`src/hw/rtl/lz4d_fifo.sv`:
```
// Small counter-based FIFO for the command and result queues.
// No package dependency.
module lz4d_fifo #(
	parameter int WIDTH = 8,
	parameter int DEPTH = 4
) (
	input  logic                       clk,
	input  logic                       arst_n,
	input  logic                       push,
	input  logic [WIDTH-1:0]           din,
	output logic                       full,
	input  logic                       pop,
	output logic [WIDTH-1:0]           dout,
	output logic                       empty,
	output logic [$clog2(DEPTH+1)-1:0] count
);

	localparam int PW = (DEPTH > 1) ? $clog2(DEPTH) : 1;
	localparam int CW = $clog2(DEPTH+1);

	logic [WIDTH-1:0] mem_q [DEPTH];
	logic [PW-1:0]    wp_q, rp_q;
	logic [CW-1:0]    cnt_q;
	logic             do_push, do_pop;

	assign full    = (cnt_q == CW'(DEPTH));
	assign empty   = (cnt_q == '0);
	assign count   = cnt_q;
	assign do_push = push && !full;
	assign do_pop  = pop && !empty;
	assign dout    = mem_q[rp_q];

	// storage
	always_ff @(posedge clk) begin
		if (do_push) mem_q[wp_q] <= din;
	end

	// pointers and fill count
	always_ff @(posedge clk or negedge arst_n) begin
		if (!arst_n) begin
			wp_q  <= '0;
			rp_q  <= '0;
			cnt_q <= '0;
		end else begin
			if (do_push) wp_q <= (wp_q == PW'(DEPTH-1)) ? '0 : wp_q + 1'b1;
			if (do_pop)  rp_q <= (rp_q == PW'(DEPTH-1)) ? '0 : rp_q + 1'b1;
			if (do_push && !do_pop)      cnt_q <= cnt_q + 1'b1;
			else if (do_pop && !do_push) cnt_q <= cnt_q - 1'b1;
		end
	end

endmodule

```
`config.mk`:
```
export PLATFORM = sky130hd
export DESIGN_NAME = lz4d_fifo
export DESIGN_NICKNAME = d
export VERILOG_FILES = /design/src/hw/rtl/lz4d_fifo.sv
export SDC_FILE = /design/constraint.sdc
export NUM_CORES = 1
export LEC_CHECK = 0
export BUFFER_PORTS_ARGS = -buffer_cell sky130_fd_sc_hd__buf_4
export CAP_MARGIN = 20
export CORE_ASPECT_RATIO = 0.5
export CORE_MARGIN = 3
export CORE_UTILIZATION = 55
export DETAILED_ROUTE_END_ITERATION = 8
export GPL_ROUTABILITY_DRIVEN = 0
export GPL_TIMING_DRIVEN = 1
export PLACE_DENSITY = 0.87
export SKIP_LAST_GASP = 1
export SLEW_MARGIN = 25
export SYNTH_ARGS = -nofsm -noshare
export SYNTH_HDL_FRONTEND = slang
export SYNTH_SLANG_ARGS = --single-unit
```
`constraint.sdc`:
```
create_clock -name clk -period 2.9 [get_ports clk]
set_input_delay 0.725 -clock clk [delete_from_list [all_inputs] [get_ports clk]]
set_output_delay 0.725 -clock clk [all_outputs]
set_load 0.1 [all_outputs]
```
* Yosys cells after proc, flatten, opt, wreduce, memory -nomap -nowiden
Memories as Yosys holds them, arrays and structs flattened. Cells that the tools add are included.
Word-level totals: memory bits (read-only) 0, output and inout port bits 13, register bits after elaboration 7, RAM bits 32, logic and storage cells 27, memories kept 1, input bits 12, bits in latches 0
Memories:
- mem_q | words 4, bits a word 8, read ports 1, clocked after Yosys merged registers in 0, wr ports 1, line 21 | logic [WIDTH-1:0] mem_q [DEPTH];
Operators by class: magnitude comparators 0, shift-type cells 0, $add $sub $neg 4, div/mod/pow operators 0, equal/unequal tests 3, multiplexer cells 6, reduce and logical (&&, ||, !) cells 10, bitwise logic cells 0, multiply operators 0
Operators with widths (count):
- 3-bit two-way mux | 2
- 2-bit by 1-bit adder with 2-bit output, second input constant | 2
- 2-bit == test, second input constant | 2
- 1-bit logical AND | 4
- 1-bit logical NOT | 4
- 2-bit two-way mux | 2
- 3-bit by 1-bit adder with 3-bit output, second input constant | 1
- 3-bit == test, second input constant | 1
- 3-bit logical NOT | 1
- 3-bit by 1-bit subtractor with 3-bit output, second input constant | 1
- 1-bit two-way mux | 2
- 2-bit nonzero test | 1

* Longest topological paths before layout
depth after elaboration 7, gate-level depth with buffers 9, gate-level depth less buffers 8

* Worst setup path after synthesis
No wires, ideal clock.
kind register -> register, start register cnt_q[0] (netlist: count[0]), end register cnt_q[2] (netlist: count[2]), required time 2.737 ns, path buffers 0, stages on the path, launching flop included 9, library setup time 0.163 ns, path slack -1.741 ns, arrival time 4.478 ns, clock period less this slack 4.641 ns, path through dfrtp_1 > nor3_1 > nand2b_4 > ha_1 > inv_1 > fa_1 > xor2_1 > nor2_1 > xor2_1
Between the ends: longest elaborated chain between the ends 6, elaborated cells between the ends (all ways) 15, those cells by class add/sub (2); eq/ne (1); mux (2); reduce/logical (10)
RTL lines:
- from (decl) | line 23 | logic [CW-1:0] cnt_q;
- from (signal assigned) | line 47 | if (do_push && !do_pop) cnt_q <= cnt_q + 1'b1;
- from (signal assigned) | line 48 | else if (do_pop && !do_push) cnt_q <= cnt_q - 1'b1;
- 3-bit logical NOT (*) | line 27 | assign empty = (cnt_q == '0);
- net empty | line 14 | output logic empty,
- 1-bit logical NOT (*) | line 30 | assign do_pop = pop && !empty;
- 1-bit logical AND (*) | line 30
- 1-bit logical NOT | line 47
- 1-bit logical AND | line 47
- 3-bit two-way mux / 2-bit nonzero test (equally long branches)
Mark *: on every way through the listed nets, which the timed path passes. The rest lies on a longest branch. The select of a mux whose other input is x is not followed. A chain may end at the register's enable or synchronous reset.

* Final worst setup path
start register rp_q[0], end output dout[0]
Between the ends: longest elaborated chain between the ends 1
RTL lines:
- from (decl) | line 22 | logic [PW-1:0] wp_q, rp_q;
- from (signal assigned) | line 46 | if (do_pop) rp_q <= (rp_q == PW'(DEPTH-1)) ? '0 : rp_q + 1'b1;
- memory read 4 x 8 bit
- to (decl) | line 13 | output logic [WIDTH-1:0] dout,
No other way between the ends.

==> qor.yml <==
finish:
  diodes: 0
  drive_gt1_share_pct: 51.85
  area_growth_pct: 20.77
  nets: 126
  fill_cells: 165
logic_synthesis:
  synth_top_area_share_pct: 59.31
  netlist_instances: 79
  synth_edf_count: 32
  synth-seq-cells: 39
  ys_warn_count: 0
  synth.area.top_cells: "edfxtp_1 59%, mux4_2 11%, dfrtp_1 11%"
  syn_avg_cell_area_um2: 20.51
  syn_nets: 98
  ys.flop_type: "edfxtp_1"
  yosys.area.top_type: "edfxtp_1"
  synth_cell_types: 19
  async_reset_ff_share_pct: 17.95
  ys_seq_area_share_pct: 70.12
  syn_area_um2: 1620
  synth_common_cells: "32 x edfxtp_1, 8 x mux4_2, 7 x dfrtp_1"
  yosys.cell_count.top_type: "edfxtp_1"
floorplanning:
  rows: 13
  io_pins: 25
  core_area_um2: 2700
  start_util_pct: 60.01
  dieArea_um2: 3673
  die_y_um: 44.38
  die_w_um: 82.76
job:
  maxCapViolCount: 0
clock_network:
  cts_buffers: 5
  clk_path_buf_depth: 2
  post-cts-setup-buffers: 0
  cts_tree: "done"
  clock_sinks: 39
  ctsResizeCount: 0
  clkTransAtPathRegs_ns: 0.07
  hold_buffers: 0
  clock_latency_ns: 0.28
  htreeDepth: 2
  clk_root_buffer_cell: "clkbuf_8"
timing:
  maxSlewViolCount: 0
  clock_skew_ns: 0.004971
  holdWs_ns: 0.2420
  max_freq_mhz: 389.4
  setup_ws_ns: 0.3321
  tightest_slew_ns: 0.5871
  setup_viol: 0
  fin_crit_sh_pct: 88.55
  finalCriticalPeriod_ns: 2.568
  relSlewSlack_pct: 60.86
  tns_ns: 0
  grt_setup_unrepaired: "false"
  hold_viol: 0
global_routing:
  grt_pass1_vias: 889
  grt_pass1_wl_mm: 4.333
  antenna_found_initial: 0
  track_usage_pct: 17.45
  gr-total-overflow: 0
  grt_max_degree: 14
worst_setup_path:
  cp-end-kind: "primary output"
  criticalPathCategory: "flop to primary output"
  cp_cell_sequence: "mux4_2, buf_4"
  cp.arrival_ns: 1.84
  max_stage_delay_ns: 0.72
  worst_ep_required_time_ns: 2.17
  crit_fanout: 11
  crit_buf_inv: 1
  crit_path_top_delay_cell: "dfrtp_1"
  start_kind: "flop"
  critPathTopFamily: "flip-flops"
drt:
  finalWirelength_mm: 2.636
  top_layer_used: "met4"
  wl_met3_um: 130
  drtAntennaViolNets: 0
  drt_iter0_drc: 20
  wl_met1_mm: 1.060
  met2WireLength_mm: 1.433
  vias: 769
  viasPerCell: 5.303
  wire_per_inst_um: 18.18
  drc_errors: 0
  drt-pass1-iter-count: 4
run_status:
  outcome: "completed"
placed_design:
  dp_hpwl_mm: 1.941
  pre_cts_ws_ns: 0.5957
  port-buffer-count: 24
min_path:
  hold_path.class: "primary input to asynchronous set/reset pin"
## worst reg2reg max path: stages, from the launching register on
cell,delay (ns)
dfrtp_4,0.51
nor3b_4,0.17
nor2b_2,0.28
ha_1,0.25
inv_1,0.06
fa_1,0.38
xor2_1,0.16
nor2_1,0.11
xor2_1,0.15
## cells in the final DEF, fill, tap and decap left out, drive strengths merged
master and count:
edfxtp 32, buf 24, mux4 8, dfrtp 7, ha 6, clkbuf 5, mux2 5, and2 4
inv 3, nor2 3, xor2 2, clkinv 2, nor3b 1, nor2b 1, nor3 1, nand2b 1
xnor2 1, fa 1, bufinv 1
## area by class of cell
cell class / instances / area (um2) / area share, %
Clock buffer: 5 / 68.82 / 3.517
Clock inverter: 3 / 43.79 / 2.238
Inverter: 3 / 11.26 / 0.5754
Multi-Input combinational cell: 34 / 464.2 / 23.72
Sequential cell: 39 / 1142 / 58.38
Tap cell: 37 / 46.29 / 2.366
Timing Repair Buffer: 24 / 180.2 / 9.207
## state kept, by name (all words and copies together), names as in the netlist
signal,count
count,3
mem_q,32
rp_q,2
wp_q,2
## stage by stage
step	std cells	utilization, %	instance area, um2
2_1_floorplan	79	-	1638
3_3_place_gp	137	68.30	1844
3_5_place_dp	137	68.30	1844
4_1_cts	145	72.47	1957
5_1_grt	145	72.47	1957
6_report	145	72.47	1957
## cells by family after synthesis
logic type,synth area share (%)
xor+xnor,1.622
fa+ha+maj,5.869
flops,70.12
simple gates,5.405
mux,15.06
buf+inv,1.930
## metal layers
metal | vias to the layer above | track usage, %
li1 | 356 | -
met1 | 390 | 20.73
met2 | 21 | 31.05
met3 | 2 | 5.081
met4 | 0 | 5.863
met5 | - | 0
## worst paths after layout
path                               start  endpoint  slack, ns  depth (start not counted)
worst max-delay path             rp_q[0]   dout[0]       0.33                          2
worst min-delay path              arst_n   wp_q[1]       0.24                          1
worst max register to register  count[2]  count[2]       0.77                          8
worst min register to register  count[2]  count[2]       0.56                          1
max in group asynchronous         arst_n  count[2]       2.52                          1
min in group clk                count[2]  count[2]       0.56                          1
Power is not shown: default switching activity piles up to over one toggle a cycle in this logic, so the estimate is an artifact.
