## src/hw/rtl/lz4d_pkg.sv

```systemverilog
// Shared types and constants for the LZ4 block decoder.
// No dependencies; used by lz4_block_decoder, lz4d_front and lz4d_back under hw/rtl.
package lz4d_pkg;

	localparam int HISTORY_DEPTH = 65536;
	localparam int HIST_AW       = $clog2(HISTORY_DEPTH);
	localparam int CNT_W         = 25;
	localparam int CMD_DEPTH     = 4;
	localparam int RES_DEPTH     = 4;

	localparam logic [CNT_W-1:0] LEN_CAP = CNT_W'(1 << 24);

	// request codes
	localparam logic [1:0] FN_BYTE  = 2'd0;
	localparam logic [1:0] FN_PUMP  = 2'd1;
	localparam logic [1:0] FN_START = 2'd2;

	// run status codes
	localparam logic [1:0] ST_RUN  = 2'd0;
	localparam logic [1:0] ST_DONE = 2'd1;
	localparam logic [1:0] ST_ERR  = 2'd2;

	// config register indexes
	localparam logic [1:0] REG_INPUT_LENGTH    = 2'd0;
	localparam logic [1:0] REG_OUTPUT_CAPACITY = 2'd1;

	typedef enum logic [6:0] {
		PH_TOKEN   = 7'b0000001,
		PH_LITEXT  = 7'b0000010,
		PH_LITERAL = 7'b0000100,
		PH_OFFLO   = 7'b0001000,
		PH_OFFHI   = 7'b0010000,
		PH_MATEXT  = 7'b0100000,
		PH_MATCH   = 7'b1000000
	} phase_t;

	typedef struct packed {
		logic [1:0] func;
		logic [7:0] in_byte;
	} item_t;

	typedef struct packed {
		logic             out_valid;
		logic [7:0]       out_byte;
		logic             consumed;
		logic [1:0]       status;
		logic [CNT_W-1:0] produced_count;
	} result_t;

	// front-to-back command: one per accepted item
	typedef struct packed {
		logic               we;
		logic               is_copy;
		logic [7:0]         lit;
		logic [HIST_AW-1:0] wa;
		logic [HIST_AW-1:0] ra;
		logic               consumed;
		logic [1:0]         status;
		logic [CNT_W-1:0]   produced_count;
	} cmd_t;

endpackage

```

## src/hw/rtl/lz4d_front.sv

```systemverilog
// Front end: token/length/offset parser, checks and config registers.
// Depends on lz4d_pkg; emits one lz4d_pkg::cmd_t per accepted item.
module lz4d_front (
	input  logic                        clk,
	input  logic                        arst_n,
	input  logic                        accept,
	input  lz4d_pkg::item_t             item,
	input  logic                        cfg_we,
	input  logic [1:0]                  cfg_index,
	input  logic [lz4d_pkg::CNT_W-1:0]  cfg_data,
	output lz4d_pkg::cmd_t              cmd
);

	localparam int W = lz4d_pkg::CNT_W;

	lz4d_pkg::phase_t phase_q;
	logic [W-1:0]     lit_q, mat_q, br_q, bw_q, in_len_q, out_cap_q;
	logic [3:0]       nib_q;
	logic [15:0]      off_q;
	logic [1:0]       st_q;

	lz4d_pkg::phase_t ph;
	logic [W-1:0]     lit, mat, br, bw, bwr;
	logic [3:0]       nib;
	logic [15:0]      off;
	logic [1:0]       st;
	logic             valid, copy, took;
	logic [7:0]       b;

	function automatic logic [W-1:0] left(input logic [W-1:0] used, input logic [W-1:0] lim);
		return (used >= lim) ? '0 : lim - used;
	endfunction

	function automatic logic [1:0] settle(input logic [1:0] s, input lz4d_pkg::phase_t p,
			input logic [W-1:0] il);
		logic [1:0] r;
		r = s;
		if (s == lz4d_pkg::ST_RUN) begin
			unique case (p)
				lz4d_pkg::PH_TOKEN:   if (il == '0) r = lz4d_pkg::ST_DONE;
				lz4d_pkg::PH_LITEXT,
				lz4d_pkg::PH_LITERAL,
				lz4d_pkg::PH_OFFHI,
				lz4d_pkg::PH_MATEXT:  if (il == '0) r = lz4d_pkg::ST_ERR;
				lz4d_pkg::PH_OFFLO:   if (il < W'(2)) r = lz4d_pkg::ST_ERR;
				default: ;
			endcase
		end
		return r;
	endfunction

	// one decode step
	always_comb begin
		ph = phase_q; lit = lit_q; mat = mat_q; nib = nib_q; off = off_q;
		br = br_q; bw = bw_q; st = st_q;
		valid = 1'b0; copy = 1'b0; took = 1'b0;
		bwr = bw_q;
		b = item.in_byte;
		if (item.func == lz4d_pkg::FN_START) begin
			ph = lz4d_pkg::PH_TOKEN; lit = '0; mat = '0; nib = '0; off = '0;
			br = '0; bw = '0; st = lz4d_pkg::ST_RUN;
		end
		bwr = bw;
		st = settle(st, ph, left(br, in_len_q));

		if (st == lz4d_pkg::ST_RUN && item.func == lz4d_pkg::FN_BYTE &&
				ph != lz4d_pkg::PH_MATCH) begin
			took = 1'b1;
			br = br + 1'b1;
			unique case (ph)
				lz4d_pkg::PH_TOKEN: begin
					nib = b[3:0];
					lit = W'(b[7:4]);
					if (lit == W'(15)) ph = lz4d_pkg::PH_LITEXT;
					else if (lit > left(br, in_len_q) || lit > left(bw, out_cap_q))
						st = lz4d_pkg::ST_ERR;
					else if (lit == '0) begin
						ph = lz4d_pkg::PH_TOKEN;
						if (left(br, in_len_q) == '0 || left(bw, out_cap_q) == '0)
							st = lz4d_pkg::ST_DONE;
						else ph = lz4d_pkg::PH_OFFLO;
					end else ph = lz4d_pkg::PH_LITERAL;
				end
				lz4d_pkg::PH_LITEXT: begin
					if (lit - W'(15) > lz4d_pkg::LEN_CAP) st = lz4d_pkg::ST_ERR;
					else begin
						lit = lit + W'(b);
						if (b != 8'd255) begin
							if (lit > left(br, in_len_q) || lit > left(bw, out_cap_q))
								st = lz4d_pkg::ST_ERR;
							else if (lit == '0) begin
								ph = lz4d_pkg::PH_TOKEN;
								if (left(br, in_len_q) == '0 || left(bw, out_cap_q) == '0)
									st = lz4d_pkg::ST_DONE;
								else ph = lz4d_pkg::PH_OFFLO;
							end else ph = lz4d_pkg::PH_LITERAL;
						end
					end
				end
				lz4d_pkg::PH_LITERAL: begin
					valid = 1'b1;
					bw = bw + 1'b1;
					lit = lit - 1'b1;
					if (lit == '0) begin
						ph = lz4d_pkg::PH_TOKEN;
						if (left(br, in_len_q) == '0 || left(bw, out_cap_q) == '0)
							st = lz4d_pkg::ST_DONE;
						else ph = lz4d_pkg::PH_OFFLO;
					end
				end
				lz4d_pkg::PH_OFFLO: begin
					off = {8'd0, b};
					ph = lz4d_pkg::PH_OFFHI;
				end
				lz4d_pkg::PH_OFFHI: begin
					off = {b, off[7:0]};
					if (off == '0 || W'(off) > bw) st = lz4d_pkg::ST_ERR;
					else if (nib == 4'd15) begin
						mat = W'(15);
						ph = lz4d_pkg::PH_MATEXT;
					end else begin
						mat = W'(nib) + W'(4);
						if (mat > left(bw, out_cap_q)) st = lz4d_pkg::ST_ERR;
						else ph = lz4d_pkg::PH_MATCH;
					end
				end
				lz4d_pkg::PH_MATEXT: begin
					if (mat - W'(15) > lz4d_pkg::LEN_CAP) st = lz4d_pkg::ST_ERR;
					else begin
						mat = mat + W'(b);
						if (b != 8'd255) begin
							mat = mat + W'(4);
							if (mat > left(bw, out_cap_q)) st = lz4d_pkg::ST_ERR;
							else ph = lz4d_pkg::PH_MATCH;
						end
					end
				end
				default: begin
					took = 1'b0;
					br = br - 1'b1;
				end
			endcase
		end else if (st == lz4d_pkg::ST_RUN && item.func == lz4d_pkg::FN_PUMP &&
				ph == lz4d_pkg::PH_MATCH) begin
			valid = 1'b1;
			copy = 1'b1;
			bw = bw + 1'b1;
			mat = mat - 1'b1;
			if (mat == '0) ph = lz4d_pkg::PH_TOKEN;
		end

		st = settle(st, ph, left(br, in_len_q));

		cmd.we             = valid;
		cmd.is_copy        = copy;
		cmd.lit            = b;
		cmd.wa             = bwr[lz4d_pkg::HIST_AW-1:0];
		cmd.ra             = bwr[lz4d_pkg::HIST_AW-1:0] - off_q[lz4d_pkg::HIST_AW-1:0];
		cmd.consumed       = took;
		cmd.status         = st;
		cmd.produced_count = bw;
	end

	// parser state and config registers
	always_ff @(posedge clk or negedge arst_n) begin
		if (!arst_n) begin
			phase_q   <= lz4d_pkg::PH_TOKEN;
			lit_q     <= '0;
			mat_q     <= '0;
			nib_q     <= '0;
			off_q     <= '0;
			br_q      <= '0;
			bw_q      <= '0;
			st_q      <= lz4d_pkg::ST_RUN;
			in_len_q  <= '0;
			out_cap_q <= '0;
		end else begin
			if (accept) begin
				phase_q <= ph;
				lit_q   <= lit;
				mat_q   <= mat;
				nib_q   <= nib;
				off_q   <= off;
				br_q    <= br;
				bw_q    <= bw;
				st_q    <= st;
			end
			if (cfg_we) begin
				if (cfg_index == lz4d_pkg::REG_INPUT_LENGTH)    in_len_q  <= cfg_data;
				if (cfg_index == lz4d_pkg::REG_OUTPUT_CAPACITY) out_cap_q <= cfg_data;
			end
		end
	end

endmodule

```

## config.mk

```make
export PLATFORM = sky130hd
export DESIGN_NAME = lz4d_front
export DESIGN_NICKNAME = d
export VERILOG_FILES = /design/src/hw/rtl/lz4d_pkg.sv /design/src/hw/rtl/lz4d_front.sv
export SDC_FILE = /design/constraint.sdc
export NUM_CORES = 1
export LEC_CHECK = 0
export BUFFER_PORTS_ARGS = -buffer_cell sky130_fd_sc_hd__buf_4
export CELL_PAD_IN_SITES_DETAIL_PLACEMENT = 1
export CELL_PAD_IN_SITES_GLOBAL_PLACEMENT = 1
export CORE_MARGIN = 5
export CORE_UTILIZATION = 49
export CTS_BUF_LIST = sky130_fd_sc_hd__clkbuf_2 sky130_fd_sc_hd__clkbuf_4 sky130_fd_sc_hd__clkbuf_8
export CTS_CLUSTER_DIAMETER = 150
export CTS_CLUSTER_SIZE = 24
export DETAILED_ROUTE_END_ITERATION = 12
export MAX_ROUTING_LAYER = met4
export PLACE_DENSITY_LB_ADDON = 0.1
export SLEW_MARGIN = 5
export SYNTH_ARGS = -nofsm -noshare
export SYNTH_HDL_FRONTEND = slang
export SYNTH_SLANG_ARGS = --single-unit
```

## constraint.sdc

```tcl
create_clock -name clk -period 14.1 [get_ports clk]
set_input_delay 1.41 -clock clk [delete_from_list [all_inputs] [get_ports clk]]
set_output_delay 1.41 -clock clk [all_outputs]
set_load 0.1 [all_outputs]
```

Yosys cells after proc, flatten, opt, wreduce, memory -nomap -nowiden. Cells that the tools add are included.

Eq/ne operators: 20. Muxes and demuxes: 86. Add/sub/neg operators: 17. $lt $le $gt $ge: 16. Reductions and logical operators: 29.

Operator list (number): 2-to-1 mux 25 bit (21); logical NOT 25 bit (8); greater-or-equal comparator 25 bit (5); subtractor 25 bit (5); 2-to-1 mux 7 bit (17); greater-than comparator 25 bit (3); case mux 25 bit (3 select lines) (1); subtractor 25 x 1 -> 25 bit, second input constant (3); 2-to-1 mux 2 bit (26); adder 25 x 1 -> 25 bit, second input constant (2); adder 25 x 8 -> 25 bit (2); greater-than comparator 25 bit, second input constant (2); greater-than comparator 4 x 25 -> 1 bit (2); < comparator 25 x 2 -> 1 bit, second input constant (2); case mux 25 bit (2 select lines) (1); subtractor 25 x 4 -> 25 bit, second input constant (2); case mux 7 bit (6 select lines) (1); 2-to-1 mux 16 bit (2); case mux 16 bit (2 select lines) (1); adder 25 x 3 -> 25 bit, second input constant (1); greater-than comparator 16 x 25 -> 1 bit (1); greater-than comparator 5 x 25 -> 1 bit (1); 2-to-1 mux 4 bit (6); logical NOT 16 bit (1); other kinds (25) (52).

Output and inout bits: 70. Register bits: 179.

Logic depth before layout (Yosys ltp).
Word-level depth: 18. Mapped depth: 53.

Worst setup path after synthesis. Ideal clock, no wire load.

Path type: input to output. Start point: input item[8] (netlist bit). End point: output cmd[26] (netlist bit). Data arrival time: 12.910 ns. Stages on the path: 52. Slack: -0.220 ns. Buffers on the path: 14. Cell sequence: nand2b_1 buf_2 buf_2 buf_2 buf_2 buf_2 buf_1 buf_1 buf_2 buf_1 clkbuf_1 clkbuf_1 clkbuf_1 nand2_1 inv_1 ha_1 nand2_1 or3_1 [... 16 more ...] clkbuf_1 nand3_1 ha_1 a21o_1 a21o_1 a21oi_1 o211ai_1 nand2_1 o211ai_1 a22oi_1 and2_1 o21ai_0 a221oi_2 and3_1 nand2_1 a221oi_1 a21oi_1 a31oi_1.

RTL lines: start, declared (RTL line lz4d_front.sv:7) `input lz4d_pkg::item_t item,`; end, declared (RTL line lz4d_front.sv:11) `output lz4d_pkg::cmd_t cmd`.

==> out/summary.txt <==
DR iter-0 viols: 2459
Post-route DRC: 0
Hold Startpoint: nib_q[1]
Most used DFF post-synth: dfrtp_1
most used cell along the critical path: nand2_1
max-slew violations: 0
slowest CP cell: o21a_1
Sink Count: 179
FF-to-FF End: st_q[0]
CTS root buf: clkbuf_8
min-delay worst type: reg -> reg
worst hold endpoint: nib_q[1]
crit path DAT: 11550 ps
TritonCTS buffer count: 17
pwr dens: 125 mW/mm²
final worst-path cycle share: 0.919
maximum clock path buffer count: 2
initial antenna violation count: 1
Setup crit end kind: primary output
Syn Std Cell Area: 0.0273 mm²
setup repair after global routing missed its margin: false
fin nets: 3957
endpoints failing setup: 0
CTS tree: done
minimum clock period: 12960 ps
Worst Tran Pin Value: 1260 ps
Die Height: 246 µm
first-pass GRT wire length: 182000 µm
vias in the first global route: 30800
clock-pin transition on the worst setup and hold timing paths: 110 ps
Die ar.: 0.0604 mm²
Post-Route Setup TNS: 0 ps
row cnt: 86
Vias: 30200
post_cts resized: 0
Mean Syn Cell Area: 7.39 µm²
Buffers on Ports: 110
Post-CTS Hold Fix Bufs: 0
GRT overflow: 0
Synth async-reset ratio: 1.00
Yosys top cell area share: 0.163
Total Routing Usage GR: 0.393
initial core utilization: 0.495
Final Util: 0.524
Mapped Nets: 4002
final WL: 119000 µm
Place WS: 1380 ps
cell with the most instances after synthesis: nand2_1
Seq/Total Area, Yosys: 0.164
Critical Path Fanout Max: 25
synthesized instance count: 3686
Die X: 246 µm
main area contributors after synthesis: dfrtp_1 16%, ha_1 12%, nand2_1 5.9%, xnor2_1 5.6%, a21oi_1 5.0%
number of max-cap violations: 0
hold_ws: 520 ps
WL per Instance: 27.0 µm
Worst setup SP type: input port
HPWL Detailed: 94000 µm
Final Hold Fails: 0
H-tree lvl count: 4
GPL Wtd Cong: 1.06
synth warn: 0
Reg2Reg Setup Slack: 4220 ps
Lkg Pwr: 12.1 nW
status: complete, no violations
ratio of cells with drive above 1 in the final layout: 0.0892
clk_skew: 18.9 ps
I/O pin count: 111
Post-synth EDFFs: 0
vias per inst: 6.86
cell accounting for the most synthesized area: dfrtp_1
First-pass DRT Iterations: 5
Max rail drop VDD: 0.0955 mV
FF-to-FF path depth: 38
Clock Latency Late Sink: 620 ps
fmax: 77.1 MHz
Yosys reg bits: 179
Final ANT Viol Nets: 0
commonest cells in the netlist: 426 x nand2_1, 306 x nor2_1, 273 x a21oi_1
# fillers: 7050
Layout area overhead: 5.87%
largest net degree at the start of global routing: 118
Cell variety after synth: 111
delay of the slowest critical-path stage: 740 ps
data required time at the worst endpoint: 12690 ps
Setup Fix Bufs, Post-CTS: 0
critical path class: in -> out
final setup slack of the worst path: 1140 ps
Core Footprint: 0.0551 mm²
worst r2r src: br_q[0]
Slew headroom: 0.159
Pwr Total: 3.62 mW
WHS Path Cells: 1
## layout by cell type, fill, tap and decap left out, types with 15 or more instances in the layout
cell type	count
nand2_1	426
o2111ai_1	18
xor2_1	94
nor3b_1	15
nor2b_1	38
a211oi_1	39
and4_1	21
inv_1	129
a22o_1	19
nand2b_1	46
and2_1	42
nor3_1	100
ha_1	267
a31oi_1	39
o21ai_0	218
a21boi_0	15
a21o_1	66
o211ai_1	42
mux2_2	84
mux2i_1	28
o21bai_1	22
o22ai_1	16
xnor2_1	175
or4_1	26
nor2_1	306
a21oi_1	272
nand4_1	81
or2_2	23
or3_1	33
buf_4	138
o21a_1	45
o31ai_1	30
clkbuf_8	18
a22oi_1	16
and3_1	50
dfrtp_1	178
nand3_1	127
nor4_1	54
## worst max-delay path, delay by kind of cell
family | cells | cell delay (ps)
xor+xnor | 1 | 190
compound gates | 11 | 3250
buf+inv | 4 | 640
simple gates | 22 | 5090
fa+ha+maj | 3 | 970
## final cells by class
cell class | count | area, µm² | share of cell area
diodes | 3 | 7.51 | 0.000260
clock buffers | 17 | 234 | 0.00811
clock inverters | 15 | 159 | 0.00551
inverters | 131 | 492 | 0.0170
multi-input cells | 3172 | 21500 | 0.744
flip-flops and latches | 179 | 4480 | 0.155
well taps | 748 | 936 | 0.0324
repair buffers | 140 | 1070 | 0.0371
## cell families after synthesis
family                   after synthesis  share of synthesized area
buffers and inverters                335                     0.0494
AO/OA/AOI/OAI                       1060                      0.258
AND/OR/NAND/NOR                     1453                      0.266
multiplexers                         112                     0.0450
adder cells (fa/ha/maj)              276                      0.129
flip-flops                           179                      0.164
XOR/XNOR                             271                     0.0881
## flip-flops by register name, summed over array words and instances, names as in the netlist
signal     flops
br_q          25
bw_q          25
in_len_q      25
lit_q         25
mat_q         25
out_cap_q     25
off_q         16
phase_q        7
nib_q          4
st_q           2
## per-stage QoR
step	cells	area [µm²]
after global routing	4403	28800
after global placement	4370	28500
after CTS	4402	28800
after detailed placement	4370	28500
after floorplan	3686	27300
final	4405	28900
## how the worst max path moves through the flow
stage / startpoint / to / depth (start not counted)
finish: item[8] / cmd[25] / 41
global placement: item[8] / cmd[25] / 41
global route: item[8] / cmd[25] / 41
CTS: item[8] / cmd[25] / 41
detailed placement: item[8] / cmd[25] / 41
floorplan: item[8] / cmd[26] / 52
## report_power, final
group / switching (mW) / internal [mW]
registers: 0.168 / 0.577
clock network: 0.261 / 0.134
logic: 1.61 / 0.865
total: 2.04 / 1.58
## metal layers
layer / vias to the layer above / GRT usage / share of wire
met4: 0 / 0.185 / 0.053
met3: 354 / 0.0697 / 0.072
met5: - / - / 0
li1: 13500 / - / -
met1: 15000 / 0.495 / 0.42
met2: 1297 / 0.617 / 0.45
Note: power is estimated with default switching activity, not from simulation.
